`src/rtl/uspd_pkg.sv`:
```
`default_nettype none
package uspd_pkg;

    typedef logic [1:0] t_seg;

    localparam t_seg SEG_PATH  = 2'd0;
    localparam t_seg SEG_QUERY = 2'd1;
    localparam t_seg SEG_FRAG  = 2'd2;

    localparam logic [7:0] CH_PERCENT = 8'h25;
    localparam logic [7:0] CH_QUEST   = 8'h3F;
    localparam logic [7:0] CH_HASH    = 8'h23;

    // escape progress
    typedef enum logic [2:0] {
        PH_NONE   = 3'b001,
        PH_FIRST  = 3'b010,
        PH_SECOND = 3'b100
    } t_phase;

    typedef struct packed {
        t_seg       seg;
        logic       query_seen;
        t_phase     phase;
        logic [7:0] acc;
        logic       stopped;
        logic       err;
    } t_state;

    localparam t_state ST_RESET = '{
        seg:        SEG_PATH,
        query_seen: 1'b0,
        phase:      PH_NONE,
        acc:        8'h00,
        stopped:    1'b0,
        err:        1'b0
    };

    typedef struct packed {
        logic       out_valid;
        logic [7:0] out_byte;
        t_seg       seg;
        logic       err;
        logic       done;
    } t_res;

    // {is_hex, nibble}
    function automatic logic [4:0] hex_digit(input logic [7:0] c);
        logic [7:0] d;
        begin
            d = 8'h00;
            if (c >= 8'h30 && c <= 8'h39) begin
                d = c - 8'h30;
                hex_digit = {1'b1, d[3:0]};
            end else if (c >= 8'h61 && c <= 8'h66) begin
                d = c - 8'h57;
                hex_digit = {1'b1, d[3:0]};
            end else if (c >= 8'h41 && c <= 8'h46) begin
                d = c - 8'h37;
                hex_digit = {1'b1, d[3:0]};
            end else begin
                hex_digit = 5'h00;
            end
        end
    endfunction

endpackage
`default_nettype wire

```
`src/rtl/uspd_step.sv`:
```
`default_nettype none
module uspd_step (
    input  wire uspd_pkg::t_state i_state,
    input  wire [7:0]             i_byte,
    input  wire                   i_last,
    output uspd_pkg::t_state      o_next,
    output uspd_pkg::t_res        o_res
);
    import uspd_pkg::*;

    logic [4:0] hx;
    logic       delim;
    t_state     ns;

    always_comb begin
        ns = i_state;
        o_res = '0;
        hx = hex_digit(i_byte);
        delim = (i_state.seg == SEG_PATH && (i_byte == CH_QUEST || i_byte == CH_HASH))
             || (i_state.seg == SEG_QUERY && i_byte == CH_HASH);

        if (i_state.seg == SEG_FRAG && i_byte == CH_QUEST && !i_state.query_seen) begin
            ns.err = 1'b1;
        end

        if (delim) begin
            // a pending escape is dropped
            ns.phase   = PH_NONE;
            ns.acc     = 8'h00;
            ns.stopped = 1'b0;
            if (i_byte == CH_QUEST) begin
                ns.seg        = SEG_QUERY;
                ns.query_seen = 1'b1;
            end else begin
                ns.seg = SEG_FRAG;
            end
        end else begin
            case (i_state.phase)
                PH_FIRST: begin
                    if (hx[4]) begin
                        ns.acc = {4'h0, hx[3:0]};
                    end else begin
                        ns.stopped = 1'b1;
                    end
                    ns.phase = PH_SECOND;
                end
                PH_SECOND: begin
                    o_res.out_valid = 1'b1;
                    if (!i_state.stopped && hx[4]) begin
                        o_res.out_byte = {i_state.acc[3:0], hx[3:0]};
                    end else begin
                        o_res.out_byte = i_state.acc;
                    end
                    ns.phase   = PH_NONE;
                    ns.acc     = 8'h00;
                    ns.stopped = 1'b0;
                end
                default: begin
                    if (i_byte == CH_PERCENT) begin
                        ns.phase   = PH_FIRST;
                        ns.acc     = 8'h00;
                        ns.stopped = 1'b0;
                    end else begin
                        o_res.out_valid = 1'b1;
                        o_res.out_byte  = i_byte;
                    end
                    if (i_state.phase != PH_FIRST && i_state.phase != PH_SECOND
                        && i_byte != CH_PERCENT) begin
                        ns.phase = PH_NONE;
                    end
                end
            endcase
        end

        o_res.seg  = ns.seg;
        o_res.err  = ns.err;
        o_res.done = i_last;

        // end of URI: start the next one clean
        o_next = i_last ? ST_RESET : ns;
    end

endmodule
`default_nettype wire

```
`src/rtl/uri_split_percent_decode.sv`:
```
`default_nettype none
// Channel   Dir  Handshake                  Payload
// --------  ---  -------------------------  ----------------------------------------
// in        in   i_in_valid / o_in_stall    i_in_byte, i_is_last
// res       out  o_res_valid / i_res_stall  o_out_valid, o_out_byte, o_segment,
//                                            o_parse_error, o_done_res
//
// One request per cycle sustained while the result is not stalled; a request passes
// the input register, then the result register. The per-byte state update is one
// short step between them. Reset (synchronous, active low) returns to the path
// segment with no error. A stalled result holds; the input register still takes one
// more request, after which o_in_stall rises until the result is taken.
module uri_split_percent_decode (
    input  wire        i_clk,
    input  wire        i_rst_n,
    input  wire        i_in_valid,
    output logic       o_in_stall,
    input  wire [7:0]  i_in_byte,
    input  wire        i_is_last,
    output logic       o_res_valid,
    input  wire        i_res_stall,
    output logic       o_out_valid,
    output logic [7:0] o_out_byte,
    output logic [1:0] o_segment,
    output logic       o_parse_error,
    output logic       o_done_res
);
    import uspd_pkg::*;

    // input register
    logic       r_in_vld;
    logic [7:0] r_in_byte;
    logic       r_in_last;

    // parser state and result register
    t_state r_state;
    t_state n_state;
    t_res   n_res;
    t_res   r_res;
    logic   r_res_vld;

    logic   advance;

    // stage 1 moves when the result register is free or being emptied
    assign advance    = r_in_vld && (!r_res_vld || !i_res_stall);
    assign o_in_stall = r_in_vld && !advance;

    uspd_step u_step (
        .i_state (r_state),
        .i_byte  (r_in_byte),
        .i_last  (r_in_last),
        .o_next  (n_state),
        .o_res   (n_res)
    );

    always_ff @(posedge i_clk) begin
        if (!i_rst_n) begin
            r_in_vld  <= 1'b0;
            r_res_vld <= 1'b0;
            r_state   <= ST_RESET;
        end else begin
            if (!o_in_stall) begin
                r_in_vld <= i_in_valid;
            end
            if (advance) begin
                r_state   <= n_state;
                r_res_vld <= 1'b1;
            end else if (!i_res_stall) begin
                r_res_vld <= 1'b0;
            end
        end
    end

    // payload: no reset
    always_ff @(posedge i_clk) begin
        if (!o_in_stall) begin
            r_in_byte <= i_in_byte;
            r_in_last <= i_is_last;
        end
        if (advance) begin
            r_res <= n_res;
        end
    end

    assign o_res_valid   = r_res_vld;
    assign o_out_valid   = r_res.out_valid;
    assign o_out_byte    = r_res.out_byte;
    assign o_segment     = r_res.seg;
    assign o_parse_error = r_res.err;
    assign o_done_res    = r_res.done;

endmodule
`default_nettype wire

```
`config.mk`:
```
export PLATFORM = sky130hd
export DESIGN_NAME = uri_split_percent_decode
export DESIGN_NICKNAME = d
export VERILOG_FILES = /design/src/rtl/uspd_pkg.sv /design/src/rtl/uspd_step.sv /design/src/rtl/uri_split_percent_decode.sv
export SDC_FILE = /design/constraint.sdc
export NUM_CORES = 1
export LEC_CHECK = 0
export BUFFER_PORTS_ARGS = -buffer_cell sky130_fd_sc_hd__buf_2
export CAP_MARGIN = 0
export CORE_UTILIZATION = 50
export DETAILED_ROUTE_END_ITERATION = 12
export PLACE_DENSITY_LB_ADDON = 0.2
export SYNTH_ARGS = -nofsm -noshare
export SYNTH_HDL_FRONTEND = slang
export SYNTH_SLANG_ARGS = --single-unit
```
`constraint.sdc`:
```
create_clock -name i_clk -period 2.1 [get_ports i_clk]
set_input_delay 0.63 -clock i_clk [delete_from_list [all_inputs] [get_ports i_clk]]
set_output_delay 0.63 -clock i_clk [all_outputs]
set_load 0.03 [all_outputs]
```
Word level (Yosys, flattened, before mapping). Cells that the tools add are included.

Flip-flop bits (word level): 40. Bits in latches: 0. Memory bits (writable): 0. Memory bits (read-only): 0. Input bits: 13. Output and inout bits: 15. Memories kept: 0.

$add $sub $neg: 3. $mul: 0. Div/mod/pow operators: 0. $lt $le $gt $ge: 6. Eq/ne operators: 13. Shift-type cells: 0. Muxes and demuxes: 19. Bitwise operators: 0. Reductions and logical operators: 29.

Operator list (count): $eq 8x6->1 const B (3); $mux 12 (2); $pmux 12 s2 (1); $pmux 9 s2 (1); $ge 8x7->1 const B (2); $le 8x7->1 const B (2); $mux 16 (1); $mux 8 (2); $mux 5 (3); $logic_and 1x1->1 (12); $mux 9 (1); $reduce_and 3->1 (3); $ge 8x6->1 const B (1); $le 8x6->1 const B (1); $ne 8x6->1 const B (1); $sub 4x3->4 const B (2); $mux 3 (2); $reduce_bool 6->1 (1); $logic_not 1->1 (5); $mux 1 (5); $reduce_bool 5->1 (1); $ne 4x2->1 const B (1); $ne 4x4->1 const B (1); $reduce_bool 2->1 (2); other kinds (12) (14).

Longest topological paths before layout.
Depth after elaboration: 9. Mapped depth: 8. Mapped depth without buffers: 7.

Hierarchy. From an unflattened synthesis, not the netlist that was laid out.

Cells, all modules: 204. Area, all modules: 2125.8 µm².

Modules (own cells, without submodules): uri_split_percent_decode (instances 1, cells each 100, area an instance 1396.3 µm², seq. area each 1021.0 µm²); uspd_step (instances 1, cells each 104, area an instance 729.4 µm², seq. area each 0.0 µm²).

Worst setup path before layout. Ideal clock, no wire load.

Path type: register to register. Start point: reg r_in_byte[4]. End point: reg r_res (netlist bit o_out_byte[3]) (data pin). Library setup time: 0.145 ns. Data arrival time: 1.916 ns. Path slack: 0.039 ns. Stages on the path, launching flop included: 7. Path buffers: 1. Period minus slack after synthesis: 2.061 ns. Cells stage by stage: edfxtp_1 > or4b_4 > nor3b_4 > o21ba_1 > buf_6 > mux2_1 > o21ai_1.

Cells in the longest elaborated chain, start to end: 8. Elaborated cells between the ends (all ways): 23.

RTL lines: start, declared (line uri_split_percent_decode.sv:32) `logic [7:0] r_in_byte;`; start signal, assigned (line uri_split_percent_decode.sv:77) `r_in_byte <= i_in_byte;`; $ge 8x7->1 or $le 8x7->1 (tied branches) (line uspd_pkg.sv:58) `end else if (c >= 8'h41 && c <= 8'h46) begin`; $logic_and 1x1->1 (line uspd_pkg.sv:58); $mux 5 (line uspd_pkg.sv:58); $mux 5 (line uspd_pkg.sv:55) `end else if (c >= 8'h61 && c <= 8'h66) begin`; $mux 5 (line uspd_pkg.sv:52) `if (c >= 8'h30 && c <= 8'h39) begin`; $logic_and 1x1->1 (line uspd_step.sv:49) `if (!i_state.stopped && hx[4]) begin`; $mux 8 (line uspd_step.sv:49); $pmux 9 s2 (line uspd_step.sv:38) `case (i_state.phase)`; end signal, assigned (line uri_split_percent_decode.sv:81) `r_res <= n_res;`; end, declared (line uri_split_percent_decode.sv:39) `t_res r_res;`.

Several ways; a longest one is shown, not always the timed one. A chain may end at the register's enable or synchronous reset.

Worst setup path in the final report.
Start point: reg r_in_byte[3]. End point: reg r_res (netlist bit o_out_byte[3]) (data pin).

The elaborated chain is that of the path after synthesis.

==> results.cfg <==
[floorplan]
die_w_um = 61.3
core-area_sq_mm = 0.00334
fp.dieH_um = 61.3
dieArea_sq_mm = 0.00375
initial_core_util_pct = 52.6
placement_rows = 21
io-pin-count = 28

[worst_setup_path]
r2r_end = o_out_byte[3]
startpoint = r_in_byte[3]
r2r_setup_slack_ns = 0.1
reg2reg_depth = 5
worstPathArrival_ns = 2.22
critPathLaunchType = flip-flop
crit_fanout = 5
path_class = reg2reg
r2r-start = r_in_byte[3]
critPathCaptureType = flip-flop
required_ns = 2.32

[yosys]
syn_inst = 158
synth_nets = 174
synth_warnings = 0
async_flop_share_pct = 0
synth_area_leader_cell = edfxtp_1
synth_cell_type_count = 52
syn_area_sq_mm = 0.00176
yosysTopAreaCellShare_pct = 37.6
post_synth_main_area_contributors = edfxtp_1, dfxtp_1, nor2_1
ys_ff_latch = 36
synth_area_per_cell_sq_um = 11.1
ys_seq_area_share_pct = 53.6
synth_top_flop_cell = edfxtp_1
synth_edf_count = 22

[power]
p_leak_nw = 0.849
p_sw_mw = 0.351
seqPwrFrac_pct = 54.9
p_sw_share_pct = 24.4
combPwrFrac_pct = 11.1
p_per_area_mw_per_mm2 = 664
power_mw = 1.44
clock_power_share_pct = 34.0
irDropWorstVdd_v = 0.000372
p_int_mw = 1.09

[cts]
cts.path.max_buffers = 2
clock_sink_count = 36
cts_tree = built
clkLatencyLatePin_ns = 0.36
h-tree-depth = 2
cts_root_buffer = clkbuf_4
numCtsBuffers = 5
clk_pin_slew_ns = 0.12

[routing]
drc = 0
drtIter0Drc = 61
wl_um = 3780
num_vias = 1400
dr.pass1.iters = 4
vias_per_cell = 5.56
drtAntennaViolNets = 0
avgRoutedWirePerCell_um = 15.0

[final_layout]
layout_common_cells = buf_2, edfxtp_1, nor2_1, buf_4, nand2_1
fin_nets = 221
n_antenna_cell = 0
drive_gt1_share_pct = 33.0
layout_commonest_cell = buf_2
syn2layout_area_growth_pct = 23.3
stdcell_area_sq_mm = 0.00216

[placed_design]
port_buffers = 27
place_congestion = 0.938
placement.cell_area_sq_mm = 0.00205
dp_hpwl_um = 2790

[grt]
grt_pass1_vias = 1268
grt_pass1_wl_um = 5720
grt_max_degree = 13
overflow = 0
grt_usage_pct = 22.1
antenna_found_initial = 0

[worst_hold_path]
hold_path_depth = 1
min_to = r_in_byte[4]
hold_start = i_in_byte[4]
hp-class = in2reg

[timing]
drv_slew = 0
tns_ns = 0
worst_pin_slew_ns = 0.577
fmax_mhz = 500
hold_slack_ns = 0.439
setup_viol_count_final = 0
fin_crit_sh_pct = 95.3
clock_skew_ns = 0.0128
period_minus_slack_ns = 2.00
maxSlewHeadroom_pct = 61.5
hold_viol = 0

[outcome]
outcome = completed

[run]
max_cap_viol_count = 0
[registers in the layout, indices dropped and copies added, names as in the netlist]
signal	cells
r_in_byte	8
o_done_res	1
o_parse_error	1
o_out_byte	8
r_state	12
r_in_vld	1
r_in_last	1
o_out_valid	1
o_res_valid	1
o_segment	2
[per-stage QoR]
stage                     setup slack [ns]  util [%]  std cells
after detailed placement            0.0385      61.4        245
after CTS                           0.0195      63.9        253
after global placement              0.0734      61.4        245
after global routing              -0.00441      64.9        252
final                               0.0990      64.9        252
after floorplan                     0.0395         -        158
[repair_timing]
action | CTS | global route
pin swaps | 0 | 5
gates resized for setup | 2 | 9
hold buffers | 0 | 0
setup buffers | 0 | 0
setup endpoints to repair | 2 | 13
[power groups by stage]
| stage | logic [mW] | registers (mW) | clock network [mW] |
|---|---|---|---|
| floorplan | 0.0703 | 0.827 | 0 |
| global placement | 0.149 | 0.804 | 0 |
| detailed placement | 0.152 | 0.805 | 0 |
| CTS | 0.154 | 0.789 | 0.498 |
| global route | 0.173 | 0.792 | 0.524 |
| finish | 0.160 | 0.789 | 0.488 |
[synthesized netlist by cell type, types with 2 or more instances]
cell type and instances:
a22oi_1 2, edfxtp_1 22, o21ai_1 6, nor3_1 4
mux2i_1 2, buf_6 2, nor2b_1 2, nand3_1 3
mux2_1 2, nor2_1 18, nand2_1 16, nand2b_1 2
o21ai_0 3, inv_1 8, ha_1 3, a21oi_1 8
a32o_1 3, o32ai_1 2, o2111a_1 2, nor3b_1 3
dfxtp_1 14
[routing by layer]
layer	GRT usage (%)	wire length (um)	vias up	part of all wire, %
met3	4.41	237	15	6.3
met2	35.2	1820	60	48
met4	15.3	150	0	4.0
met5	0	0	-	0
met1	26.8	1570	639	42
li1	-	-	686	-
[worst max-delay path by stage]
stage / depth (start not counted) / slack, ns / end
3_5_place_dp: 5 / 0.04 / o_out_byte[3]
6_report: 5 / 0.1 / o_out_byte[3]
3_3_place_gp: 5 / 0.07 / o_out_byte[3]
5_1_grt: 8 / -0.004 / r_state[1]
2_1_floorplan: 6 / 0.04 / o_out_byte[3]
4_1_cts: 6 / 0.02 / r_state[5]
[cell families (layout without fill, tap and decap cells)]
group | after synthesis | after routing | synth area share (%)
buffers and inverters | 13 | 61 | 3.92
adders and majority gates | 3 | 3 | 2.14
xor gates and xnor gates | 1 | 1 | 0.499
and+or+nand+nor | 60 | 60 | 19.2
AOI/OAI and AO/OA | 40 | 40 | 17.4
muxes | 5 | 5 | 3.28
DFF | 36 | 36 | 53.6
[layout make-up]
class / instances / area, sq um
Clock buffer: 5 / 37.5
Timing Repair Buffer: 44 / 263
Clock inverter: 3 / 42.5
Sequential cell: 36 / 941
Fill cell: 271 / 1170
Inverter: 9 / 33.8
Multi-Input combinational cell: 109 / 790
Tap cell: 46 / 57.6
[worst max-delay path: stages, from the launching register on]
cell	delay, ns
edfxtp_1	0.40
or4b_4	0.57
nor3b_4	0.24
o21ba_4	0.20
mux2_1	0.34
o21ai_1	0.12
No activity file was read; power rests on OpenSTA's default activity.
